[config.mk]
export PLATFORM = sky130hd
export DESIGN_NAME = cpm_cell
export DESIGN_NICKNAME = d
export VERILOG_FILES = /design/src/rtl/cpm_pkg.sv /design/src/rtl/cpm_cell.sv
export SDC_FILE = /design/constraint.sdc
export NUM_CORES = 1
export LEC_CHECK = 0
export BUFFER_PORTS_ARGS = -buffer_cell sky130_fd_sc_hd__buf_2
export CORE_MARGIN = 2
export CORE_UTILIZATION = 40
export CTS_CLUSTER_DIAMETER = 120
export DETAILED_ROUTE_END_ITERATION = 8
export GPL_TIMING_DRIVEN = 0
export PLACE_DENSITY_LB_ADDON = 0.25
export SYNTH_ARGS = -nofsm -noshare
export SYNTH_HDL_FRONTEND = slang
export SYNTH_SLANG_ARGS = --single-unit
[constraint.sdc]
create_clock -name clk -period 5.6 [get_ports clk]
set_clock_uncertainty 0.2 [all_clocks]
set_input_delay 0.28 -clock clk [delete_from_list [all_inputs] [get_ports clk]]
set_output_delay 0.28 -clock clk [all_outputs]
set_load 0.03 [all_outputs]
[src/rtl/cpm_pkg.sv]
package cpm_pkg;

  // Matrix dimension and seed count of the coupled recurrence
  localparam int unsigned DIM        = 6;
  localparam int unsigned SEED_COUNT = 2;
  // Rows in the matrix store: three rotating banks plus the seed bank
  localparam int unsigned BANKS      = 4;
  localparam int unsigned ROWS       = BANKS * DIM;
  localparam int unsigned ADDR_W     = $clog2(ROWS);
  localparam int unsigned ROW_W      = $clog2(DIM);
  localparam int unsigned INIT_ROWS  = 3 * DIM;
  localparam int unsigned INIT_W     = $clog2(INIT_ROWS);

  // Configuration register indexes
  localparam int unsigned CFG_IDX_W  = 3;
  localparam logic [CFG_IDX_W-1:0] REG_MODULUS  = 3'd0;
  localparam logic [CFG_IDX_W-1:0] REG_F_COEFFS = 3'd1;
  localparam logic [CFG_IDX_W-1:0] REG_G_COEFFS = 3'd2;
  localparam logic [CFG_IDX_W-1:0] REG_F_SEEDS  = 3'd3;
  localparam logic [CFG_IDX_W-1:0] REG_G_SEEDS  = 3'd4;

  // Fixed bank holding the seed column
  localparam logic [1:0] SEED_BANK = 2'd3;

  // Cell operations
  typedef enum logic [2:0] {
    CELL_HOLD,
    CELL_CLEAR_ALL,
    CELL_CLEAR_R,
    CELL_STEP,
    CELL_ACC
  } cell_op_t;

  // Sequencer states
  typedef enum logic [2:0] {
    ST_IDLE,
    ST_RED_C,
    ST_RED_S,
    ST_INIT,
    ST_MUL,
    ST_OUT
  } cpm_state_t;

  // Kind of matrix product in flight
  typedef enum logic [1:0] {
    MK_QP,
    MK_PP,
    MK_FIN
  } mul_kind_t;

endpackage

[src/rtl/cpm_cell.sv]
module cpm_cell #(
  parameter int unsigned VALUE_WIDTH = 16
) (
  input  logic                   clk,
  input  cpm_pkg::cell_op_t      op,
  input  logic                   a_bit,
  input  logic [VALUE_WIDTH-1:0] b,
  input  logic [VALUE_WIDTH-1:0] m,
  output logic [VALUE_WIDTH-1:0] acc_out
);

  localparam int unsigned W = VALUE_WIDTH;

  logic [W-1:0] r_r, r_nxt;
  logic [W-1:0] acc_r, acc_nxt;
  logic [W:0]   dbl, dbl_red, add, add_red, sum, sum_red;

  // One interleaved multiply step: r = (2r + bit*b) mod m
  always_comb begin
    dbl     = {r_r, 1'b0};
    dbl_red = (dbl >= {1'b0, m}) ? dbl - {1'b0, m} : dbl;
    add     = dbl_red + (a_bit ? {1'b0, b} : '0);
    add_red = (add >= {1'b0, m}) ? add - {1'b0, m} : add;
    sum     = {1'b0, acc_r} + {1'b0, r_r};
    sum_red = (sum >= {1'b0, m}) ? sum - {1'b0, m} : sum;
  end

  // Operation select; a hold cycle keeps both registers
  always_comb begin
    r_nxt   = r_r;
    acc_nxt = acc_r;
    case (op)
      cpm_pkg::CELL_CLEAR_ALL: begin
        r_nxt   = '0;
        acc_nxt = '0;
      end
      cpm_pkg::CELL_CLEAR_R: r_nxt = '0;
      cpm_pkg::CELL_STEP:    r_nxt = add_red[W-1:0];
      cpm_pkg::CELL_ACC:     acc_nxt = sum_red[W-1:0];
      default: ;
    endcase
  end

  always_ff @(posedge clk) begin
    r_r   <= r_nxt;
    acc_r <= acc_nxt;
  end

  assign acc_out = acc_r;

endmodule

## Word level (Yosys, flattened, before mapping)

Cells that the tools add are included.

- $add $sub $neg: 5
- Equal/unequal tests: 4
- Order comparisons: 3
- Mux-type cells: 6
- Reductions and logical operators: 3

Operator list:

| cell | count |
|---|---|
| case mux 16 bit (2 select lines) | 2 |
| >= comparator 17 x 16 -> 1 bit | 3 |
| 2-to-1 mux 16 bit | 3 |
| subtractor 16 bit | 2 |
| adder 16 x 16 -> 17 bit | 1 |
| adder 17 x 16 -> 17 bit | 1 |
| 2-to-1 mux 17 bit | 1 |
| subtractor 17 x 16 -> 17 bit | 1 |
| == test 3 x 2 -> 1 bit, second input constant | 2 |
| nonzero test 2 bit | 2 |
| == test 3 x 1 -> 1 bit, second input constant | 1 |
| == test 3 bit, second input constant | 1 |
| OR reduction 2 bit | 1 |

- Register bits after elaboration: 32
- Word-level logic and storage cells: 23
- Output and inout bits: 16
- Bits of input ports: 37

## Logic depth before layout (Yosys ltp)

Gate-level depths: netlist of run 1.

- Depth after elaboration: 6
- Mapped depth: 30

## Worst setup path after synthesis of run 1

No wires, ideal clock.

- Path type: flip-flop to flip-flop
- Start: register r_r[0]
- End: register r_r[10], data pin
- Data arrival time: 5692 ps
- Setup time: 267 ps
- Setup slack: -559 ps
- Data required time: 5133 ps
- Stages on the path, launching flop included: 29
- Period minus slack after synthesis: 6159 ps
- Cells stage by stage: edfxtp_1 > ha_1 > nor2b_1 > o2111ai_1 > nand3_1 > nand3_1 > nand4_1 > nand2_1 > o21ai_1 > clkbuf_1 > and2_1 > ha_1 > inv_1 > fa_1 > nand3b_1 > a31oi_1 > nor2_1 > xnor2_1 > ha_1 > a21oi_1 > nor2_1 > a41o_1 > a31oi_1 > a31oi_1 > o21ai_0 > nand2_1 > a2111oi_4 > clkbuf_1 > o21ai_0

- Word-level cells in the longest chain between the ends: 6

Ends and longest elaborated chain:

| element | line | text |
|---|---|---|
| start: declaration | cpm_cell.sv:14 | `logic [W-1:0] r_r, r_nxt;` |
| start signal: assignment | cpm_cell.sv:45 | `r_r <= r_nxt;` |
| subtractor 17 x 16 -> 17 bit / >= comparator 17 x 16 -> 1 bit (equally long branches) | cpm_cell.sv:21 | `dbl_red = (dbl >= {1'b0, m}) ? dbl - {1'b0, m} : dbl;` |
| 2-to-1 mux 17 bit * | cpm_cell.sv:21 |  |
| adder 17 x 16 -> 17 bit * | cpm_cell.sv:22 | `add = dbl_red + (a_bit ? {1'b0, b} : '0);` |
| subtractor 16 bit / >= comparator 17 x 16 -> 1 bit (equally long branches) | cpm_cell.sv:23 | `add_red = (add >= {1'b0, m}) ? add - {1'b0, m} : add;` |
| 2-to-1 mux 16 bit * | cpm_cell.sv:23 |  |
| case mux 16 bit (2 select lines) * | cpm_cell.sv:32 | `case (op)` |

Every way passes the cells marked *; elsewhere a longest branch is shown, timed or not.
A chain may end at the register's enable or synchronous reset.

## Final worst setup path of run 1

- Start: register r_r[0]
- End: register r_r[13], data pin

Same word-level chain as after synthesis.

==> results of run 1 <==
[power breakdown]
part	switching [mW]	internal [mW]	leakage, nW	total [mW]
registers	0.0255	0.308	0.316	0.333
clock network	0.0982	0.161	0.0667	0.260
logic	1.50	1.40	2.71	2.91
[flip-flops by register name (all words and copies together) (netlist names)]
register and flops:
r_r 16, acc_out 16
[cells in the final DEF, fill, tap and decap left out, types with 4 or more instances in the layout]
master,n
nand2_1,45
xor2_1,18
a21oi_1,49
buf_4,63
ha_4,16
a31oi_2,4
buf_2,52
and2_1,18
xnor2_2,5
a21oi_2,9
nand2b_1,6
clkbuf_16,5
o21ai_2,11
a31oi_1,4
o21ai_1,5
o21bai_1,11
xnor2_1,41
ha_2,6
nor2_2,6
mux2i_1,18
fa_1,4
o21a_1,4
nor3_1,19
or2_2,4
nor2b_1,5
nand3_1,20
inv_1,35
mux2_2,6
nand4_1,9
a211oi_1,5
a21o_1,27
edfxtp_1,32
clkbuf_1,8
nor2_1,50
o21ai_0,18
ha_1,59
[what timing repair did]
action / 4_1_cts / 5_1_grt
gates resized for setup: 59 / 46
setup buffers: 50 / 14
gates cloned: 1 / 0
pin swaps: 36 / 20
setup endpoints to repair: 18 / 31
[final cells by class]
| cell class | count | area, sq um |
|---|---|---|
| repair buffers | 116 | 754 |
| clock inverters | 1 | 5.00 |
| inverters | 37 | 143 |
| clock buffers | 6 | 129 |
| well taps | 172 | 215 |
| fillers | 1180 | 5790 |
| multi-input cells | 561 | 4640 |
| plain buffers | 12 | 83.8 |
| flip-flops and latches | 32 | 961 |
[critical path, stage by stage, from the launching register on]
cell and delay [ns]:
edfxtp_1 0.44, buf_4 0.19, fa_1 0.40, a21o_1 0.17, a21o_1 0.24, a21o_1 0.20, a21oi_1 0.17, xnor2_1 0.08
mux2_2 0.30, ha_4 0.31, and3_2 0.24, o221ai_2 0.11, a31oi_2 0.23, a21oi_2 0.10, buf_4 0.14, buf_4 0.12
buf_4 0.12, o21bai_1 0.14, a21oi_1 0.10, xnor2_1 0.28, ha_1 0.34, a2111oi_4 0.46, buf_4 0.19, mux2i_1 0.20
nor3_1 0.07
[per-stage QoR]
stage	TNS, ns	setup slack [ns]	std cells
floorplan	-1.12	-0.0957	644
global placement	-18.19	-1.19	867
detailed placement	-19.73	-1.31	867
CTS	-3.28	-0.270	924
global route	-5.70	-0.443	937
finish	-2.58	-0.230	937
[cell families after synthesis]
kind of cell / share of synthesized area (%)
adders and majority gates: 21.2
AOI/OAI and AO/OA: 21.9
buffers and inverters: 3.84
and+or+nand+nor: 18.8
DFF: 18.3
xor gates and xnor gates: 11.0
muxes: 4.93
[routing by layer]
layer,part of all wire (%),vias to the layer above
met2,50,117
met4,1.4,0
met5,0,-
li1,-,2599
met3,3.6,16
met1,45,2402
[final timing paths]
check / start / end / cells past startpoint
hold / removal: op[1] / acc_out[0] / 2
setup / recovery: r_r[0] / r_r[13] / 24
setup reg to reg: r_r[0] / r_r[13] / 24
hold reg to reg: acc_out[0] / acc_out[0] / 3
==> run metrics, run 1 <==
Max Fclk=between 150 and 200 MHz; Req. time, crit path=5.41 ns; share of cells above drive strength 1=29.8%; Hold-fix buffers, CTS=0; gr usage total=between 20 and 25%; antenna violations before repair=0; syn nets=roughly 770; routed vias=5134; Synth Register Bits=32; Reg clk slew, reported paths=about 0.05 ns; top-area cell type share of the netlist area=19.3%; worst slew pin tran=approximately 1.2 ns; initial drt markers=between 150 and 200; post-synthesis sequential area ratio=18.3%; most frequent cell after synthesis=ha_1; status=finished with violations; ANT cells=0; TritonRoute pass-1 iters=4; Die Area=between 10000 and 15000 sq um; post-route cell area=a little under 7000 sq um; CTS tree=built; Final Hold Fails=0; final setup fails=16; GR Overflow Total=0; dominant cells by area after synthesis=ha_1 19%, edfxtp_1 18%, xnor2_1 7.8%; DIE HEIGHT=119 um; PnR worst setup slack=-0.230 ns; vias in the first global route=5053; ys async rst share=0%; DR vias/cell=5.48; Initial Utilization=around two fifths; clk_lat worst skew=0.28 ns; IO Port Bufs=51; Post-DP Area=roughly 5800 sq um; RSZ-0062 raised after global routing=true; Post-synth EDFFs=32; Post-synth top cells=81 x ha_1, 60 x a21oi_1, 57 x nor2_1; CP arrival=about 5.6 ns; nets=888; CP Launch Type=flop; unique cell type count in the Yosys netlist=55; peak fanout along the critical path=5; maxcap violations=0; critical path class=flop to flop; Avg Cell Area, Syn=around 8 sq um; post-layout power=3.50 mW; Slew HR=between 10% and 20%; synthesized area=roughly 5300 sq um; Core ar.=approximately 13000 sq um; Post-synth top flop=edfxtp_1; Routability Congestion=about 0.85; routed wire length=between 15000 and 20000 um; GR Util met2=roughly 39%; area delta synth->final=32.0%; largest net degree at the start of global routing=20; Sink Count=32; Final ANT Viol Nets=0; Ys Warns=0; met1 Track Usage GR=27.7%; io pins=53; TritonCTS Buffers=5; fin crit share=104%; top cell type by total area after synthesis=ha_1; GRT busiest layer=met2; worst vdd ir=about 0.30 mV; Setup crit end kind=flop; hold slack=0.283 ns; # rows=41; Hold WC Path Type=primary input to flop; Leak Pwr=just over 3 nW; Synth Instances=about 640; failing checks=negative setup slack; Tmin final=5.83 ns; hpwl dp=roughly 12000 um; DRC Markers=0; first-pass GRT wire length=about 24000 um; met3 Track Usage GR=under 10%; R2R Setup Slk=-0.23 ns; DIE WIDTH=119 um; Root Driver=clkbuf_16; fin util=around 54%; clk buf depth=2; Power Density=~500 nW/um^2; Avg WL per Cell=around 16 um; H-Tree Level Count=2; fin. max-slew vios=0
No activity file was read; power rests on OpenSTA's default activity.
==> inputs of run 2 (changes only) <==
--- a/config.mk
+++ b/config.mk
@@ -5,11 +5,11 @@
 export SDC_FILE = /design/constraint.sdc
 export NUM_CORES = 1
 export LEC_CHECK = 0
-export BUFFER_PORTS_ARGS = -buffer_cell sky130_fd_sc_hd__buf_2
 export CORE_MARGIN = 2
 export CORE_UTILIZATION = 40
 export CTS_CLUSTER_DIAMETER = 120
 export DETAILED_ROUTE_END_ITERATION = 8
+export DONT_BUFFER_PORTS = 1
 export GPL_TIMING_DRIVEN = 0
 export PLACE_DENSITY_LB_ADDON = 0.25
 export SYNTH_ARGS = -nofsm -noshare
==> constraint.sdc (replaced) <==
create_clock -name clk -period 7.3 [get_ports clk]
set_clock_uncertainty 0.2 [all_clocks]
set_input_delay 0.365 -clock clk [delete_from_list [all_inputs] [get_ports clk]]
set_output_delay 0.365 -clock clk [all_outputs]
set_load 0.03 [all_outputs]
==> run metrics, run 2 (synthesized netlist as in run 1, its figures left out) <==
status=complete, no violations (was finished with violations); peak fanout along the critical path=10 (was 5); Tmin final=6.76 ns (was 5.83 ns); Leak Pwr=2.52 nW (was 3.09 nW); Final ANT Viol Nets=0 (unchanged); DR WL met2=6240 um (was 7610 um); fin. max-slew vios=0 (unchanged); CP Launch Point=r_r[0] (unchanged); Max Fclk=148 MHz (was 172 MHz); DIE HEIGHT=119 um (unchanged); P_sw=1.03 mW (was 1.63 mW); CTS tree=built (unchanged); Root Driver=clkbuf_16 (unchanged); uppermost layer routed=met4 (unchanged); antenna violations before repair=0 (unchanged); Max stage delay cell, worst path=edfxtp_1 (was a2111oi_4); Die Area=14100 sq um (unchanged); largest net degree at the start of global routing=17 (was 20); hpwl dp=11700 um (about the same); fin crit share=92.6% (was 104%); Comb power frac=75.8% (was 83.1%); worst slew pin tran=1.28 ns (was 1.22 ns); routed wire length=13900 um (was 15300 um); Crit path largest cell delay=0.46 ns (about the same); H-Tree Level Count=2 (unchanged); TritonCTS Buffers=5 (unchanged); worst vdd ir=0.167 mV (was 0.303 mV); initial drt markers=215 (was 175); most frequent cells in the layout=81 x ha_1, 60 x a21oi_1, 56 x nor2_1, 47 x xnor2_1, 47 x nand2_1 (was 63 x buf_4, 59 x ha_1, 52 x buf_2, 50 x nor2_1, 49 x a21oi_1); Initial Utilization=41.3% (unchanged); Sink Count=32 (unchanged); GR Overflow Total=0 (unchanged); critical path class=flop to flop (unchanged); CP arrival=6.58 ns (was 5.64 ns); maxcap violations=0 (unchanged); Power Density=375 nW/um^2 (was 505 nW/um^2); io pins=53 (unchanged); CP Launch Type=flop (unchanged); clk_lat worst skew=0.29 ns (was 0.28 ns); area delta synth->final=7.96% (was 32.0%); DRC Markers=0 (unchanged); Req. time, crit path=7.12 ns (was 5.41 ns); clk buf depth=2 (unchanged); routed vias=4664 (was 5134); DR vias/cell=5.65 (was 5.48); Sw Ratio=48.6% (was 46.5%); DIE WIDTH=119 um (unchanged); final setup fails=0 (was 16); share of cells above drive strength 1=5.20% (was 29.8%); sequential power share=12.9% (was 9.5%); Final Hold Fails=0 (unchanged); Hold WC Path Type=primary input to flop (unchanged); internal power=1.09 mW (was 1.87 mW); Metal-1 WL=6800 um (was 6930 um); Avg WL per Cell=16.8 um (was 16.3 um); Slew HR=14.4% (was 18.4%); gr usage total=19.7% (was 21.6%); TritonRoute pass-1 iters=5 (was 4); Setup crit end kind=flop (unchanged); ANT cells=0 (unchanged); # rows=41 (unchanged); setup TNS=0 ns (was -2.58 ns); IO Port Bufs=0 (was 51); Reg clk slew, reported paths=0.06 ns (was 0.05 ns); Routability Congestion=0.896 (was 0.846); Core ar.=12700 sq um (unchanged); Critical R2R Launch=r_r[0] (unchanged); Worst Hold Launch=op[1] (unchanged); met3 wire len=652 um (was 555 um); nets=776 (was 888); vias in the first global route=4501 (was 5053); fin util=44.6% (was 54.5%); commonest non-fill, non-tap cell in the layout=ha_1 (was buf_4); RSZ-0062 raised after global routing=false (was true); first-pass GRT wire length=22300 um (was 24300 um); Clock Power Share=11.2% (was 7.4%); Hold-fix buffers, CTS=0 (unchanged)
[run 2: per-layer routing]
metal | GRT usage (%) | vias to the layer above
met4 | 5.06 | 0
met5 | 0 | -
met2 | 32.4 | 117
met1 | 27.5 | 2163
li1 | - | 2370
met3 | 2.17 | 14
[run 2: through the flow]
stage	area, sq um	hold slack [ns]	std cells	total power, mW	worst slack, ns
2_1_floorplan	5250	0.518	644	1.56	1.07
3_3_place_gp	5470	0.573	816	1.82	-0.276
3_5_place_dp	5480	0.539	817	1.86	-0.425
4_1_cts	5650	0.243	826	2.12	0.117
5_1_grt	5670	0.243	826	2.32	0.0106
6_report	5670	0.248	826	2.13	0.539
[run 2: cell type report]
| cell class | count | area, sq um |
|---|---|---|
| buffer | 14 | 66.3 |
| clock buffer | 5 | 125 |
| clock inverter | 3 | 37.5 |
| fill | 1280 | 7050 |
| inverter | 37 | 139 |
| multi-input combinational | 561 | 4100 |
| sequential | 32 | 961 |
| tap | 172 | 215 |
| timing repair buffer | 2 | 22.5 |
[run 2: path summary, 6_finish.rpt]
path,slack [ns],end,depth (start not counted)
worst max-delay path,0.54,r_r[13],29
worst min-delay path,0.25,acc_out[15],2
worst max register to register,0.54,r_r[13],29
worst min register to register,0.81,acc_out[0],3
[run 2: repair_timing]
| action | CTS | global route |
|---|---|---|
| buffers inserted | 1 | 0 |
| setup endpoints to repair | 16 | 16 |
| resized for setup | 0 | 6 |
| pin swaps | 1 | 0 |
[run 2: power groups by stage]
stage | registers (mW) | logic [mW] | clock network [mW]
6_report | 0.275 | 1.61 | 0.239
3_3_place_gp | 0.278 | 1.54 | 0
4_1_cts | 0.275 | 1.60 | 0.244
2_1_floorplan | 0.267 | 1.30 | 0
5_1_grt | 0.277 | 1.80 | 0.251
3_5_place_dp | 0.278 | 1.58 | 0
[run 2: critical path, delay by kind of cell, from the launching register on]
family | cells | cell delay [ns]
AOI/OAI and AO/OA | 9 | 2.13
xor gates and xnor gates | 1 | 0.24
adders and majority gates | 4 | 1.27
buffers and inverters | 3 | 0.57
DFF | 1 | 0.46
muxes | 1 | 0.21
and+or+nand+nor | 11 | 1.40
==> inputs of run 3 (changes only) <==
--- a/config.mk
+++ b/config.mk
@@ -11,7 +11,8 @@
 export DETAILED_ROUTE_END_ITERATION = 8
 export DONT_BUFFER_PORTS = 1
 export GPL_TIMING_DRIVEN = 0
-export PLACE_DENSITY_LB_ADDON = 0.25
+export PLACE_DENSITY_LB_ADDON = 0.1
+export RECOVER_POWER = 100
 export SYNTH_ARGS = -nofsm -noshare
 export SYNTH_HDL_FRONTEND = slang
 export SYNTH_SLANG_ARGS = --single-unit
==> run metrics, run 3 (synthesized netlist as in run 1, its figures left out) <==
status=complete, no violations (unchanged); post-route cell area=5620 sq um (was 5670 sq um); Root Driver=clkbuf_16 (unchanged); met3 wire len=506 um (was 652 um); final setup fails=0 (unchanged); Crit path largest cell delay=0.46 ns (about the same); Leak Pwr=2.50 nW (was 2.52 nW); Tmin final=6.79 ns (was 6.76 ns); Hold WC Path Type=primary input to flop (unchanged); Routability Congestion=0.889 (was 0.896); worst slew pin tran=1.46 ns (was 1.28 ns); GR Overflow Total=0 (unchanged); PnR worst setup slack=0.507 ns (was 0.539 ns); pre-CTS setup slack=-0.450 ns (was -0.425 ns); CP arrival=6.61 ns (was 6.58 ns); routed wire length=13800 um (was 13900 um); DR vias/cell=5.52 (was 5.65); Final Hold Fails=0 (unchanged); worst vdd ir=0.127 mV (was 0.167 mV); Non-Filler Instances=825 (was 826); nets=776 (unchanged); DP Cell Count=816 (was 817); Slew HR=2.00% (was 14.4%); clk_lat worst skew=0.28 ns (was 0.29 ns); Die Area=14100 sq um (unchanged); routed vias=4552 (was 4664); critical path class=flop to flop (unchanged); share of cells above drive strength 1=4.90% (was 5.20%); H-Tree Level Count=2 (unchanged); Power Density=372 nW/um^2 (was 375 nW/um^2); gr usage total=20.1% (was 19.7%); vias in the first global route=4545 (was 4501); Max stage delay cell, worst path=edfxtp_1 (unchanged); clk buf depth=2 (unchanged); Crit path top cell by count=ha_1; Max Fclk=147 MHz (was 148 MHz); area delta synth->final=7.01% (was 7.96%); Metal-1 WL=6650 um (was 6800 um); IO Port Bufs=0 (unchanged); DIE WIDTH=119 um (unchanged); io pins=53 (unchanged); first-pass GRT wire length=22700 um (was 22300 um); CP Launch Type=flop (unchanged); # rows=41 (unchanged); maxcap violations=0 (unchanged); Initial Utilization=41.3% (unchanged); Reg clk slew, reported paths=0.05 ns (was 0.06 ns); DR WL met2=6460 um (was 6240 um); Post-DP Area=5470 sq um (was 5480 sq um); Core ar.=12700 sq um (unchanged); peak fanout along the critical path=10 (unchanged); Hold-fix buffers, CTS=0 (unchanged); Setup crit end kind=flop (unchanged); DRC Markers=0 (unchanged); CTS tree=built (unchanged); hpwl dp=11700 um (about the same); RSZ-0062 raised after global routing=false (unchanged); Avg WL per Cell=16.7 um (was 16.8 um); ANT cells=0 (unchanged); fin crit share=93.1% (was 92.6%); initial drt markers=220 (was 215); fin. max-slew vios=0 (unchanged); antenna violations before repair=0 (unchanged); DIE HEIGHT=119 um (unchanged); TritonRoute pass-1 iters=4 (was 5); most frequent cells in the layout=81 x ha_1, 60 x a21oi_1, 57 x nor2_1, 47 x xnor2_1, 47 x nand2_1 (was 81 x ha_1, 60 x a21oi_1, 56 x nor2_1, 47 x xnor2_1, 47 x nand2_1); post-layout power=2.09 mW (was 2.13 mW); Final ANT Viol Nets=0 (unchanged); largest net degree at the start of global routing=17 (unchanged); Sink Count=32 (unchanged); Req. time, crit path=7.11 ns (was 7.12 ns); uppermost layer routed=met4 (unchanged); commonest non-fill, non-tap cell in the layout=ha_1 (unchanged); setup TNS=0 ns (unchanged); TritonCTS Buffers=5 (unchanged)
-- run 3: cell types whose count changed in the layout (fill, tap and decap cells not counted), sizes merged --
cell    before  now
clkbuf      15   19
clkinv       2    1
bufinv       1    0
buf          6    3
-- run 3: final timing paths --
path,from,to,slack (ns),depth (start not counted)
worst max register to register,r_r[0],r_r[2],0.51,29
worst min-delay path,m[0],acc_out[0],0.31,2
worst min register to register,r_r[0],acc_out[0],0.79,3
worst max-delay path,r_r[0],r_r[2],0.51,29
-- run 3: area by class of cell --
cell class	count	area (sq um)
Tap cell	172	215
Buffer	14	60.1
Clock inverter	1	5.00
Fill cell	1305	7100
Multi-Input combinational cell	561	4100
Inverter	37	139
Timing Repair Buffer	2	11.3
Sequential cell	32	961
Clock buffer	6	129
-- run 3: routing by layer --
layer / global-route usage, % / vias up
met5: 0 / -
met4: 5.06 / 0
met2: 34.7 / 79
met3: 2.56 / 11
met1: 26.6 / 2094
li1: - / 2368
-- run 3: repair_timing --
item / in CTS / in global routing
setup buffers: 2 / 0
hold endpoints to repair: 0 / 0
gates resized for setup: 0 / 6
setup endpoints to repair: 16 / 16
pin swaps: 1 / 0
-- run 3: where the power goes --
part	switching (mW)	total [mW]	internal, mW
registers	0.0376	0.274	0.237
logic	0.916	1.61	0.696
clock network	0.0786	0.203	0.124
-- run 3: stage by stage --
step / util (%) / hold slack [ns]
4_1_cts: 44.2 / 0.262
6_report: 44.2 / 0.307
3_3_place_gp: 43.0 / 0.592
5_1_grt: 44.2 / 0.300
2_1_floorplan: - / 0.518
3_5_place_dp: 43.0 / 0.556
-- run 3: worst max-delay path: cells and delay by family, from the launching register on --
kind            cells  cell delay (ns)
simple gates       11             1.41
mux                 1             0.21
buf+inv             3             0.61
fa+ha+maj           4             1.25
xor+xnor            1             0.23
compound gates      9             2.15
flops               1             0.46
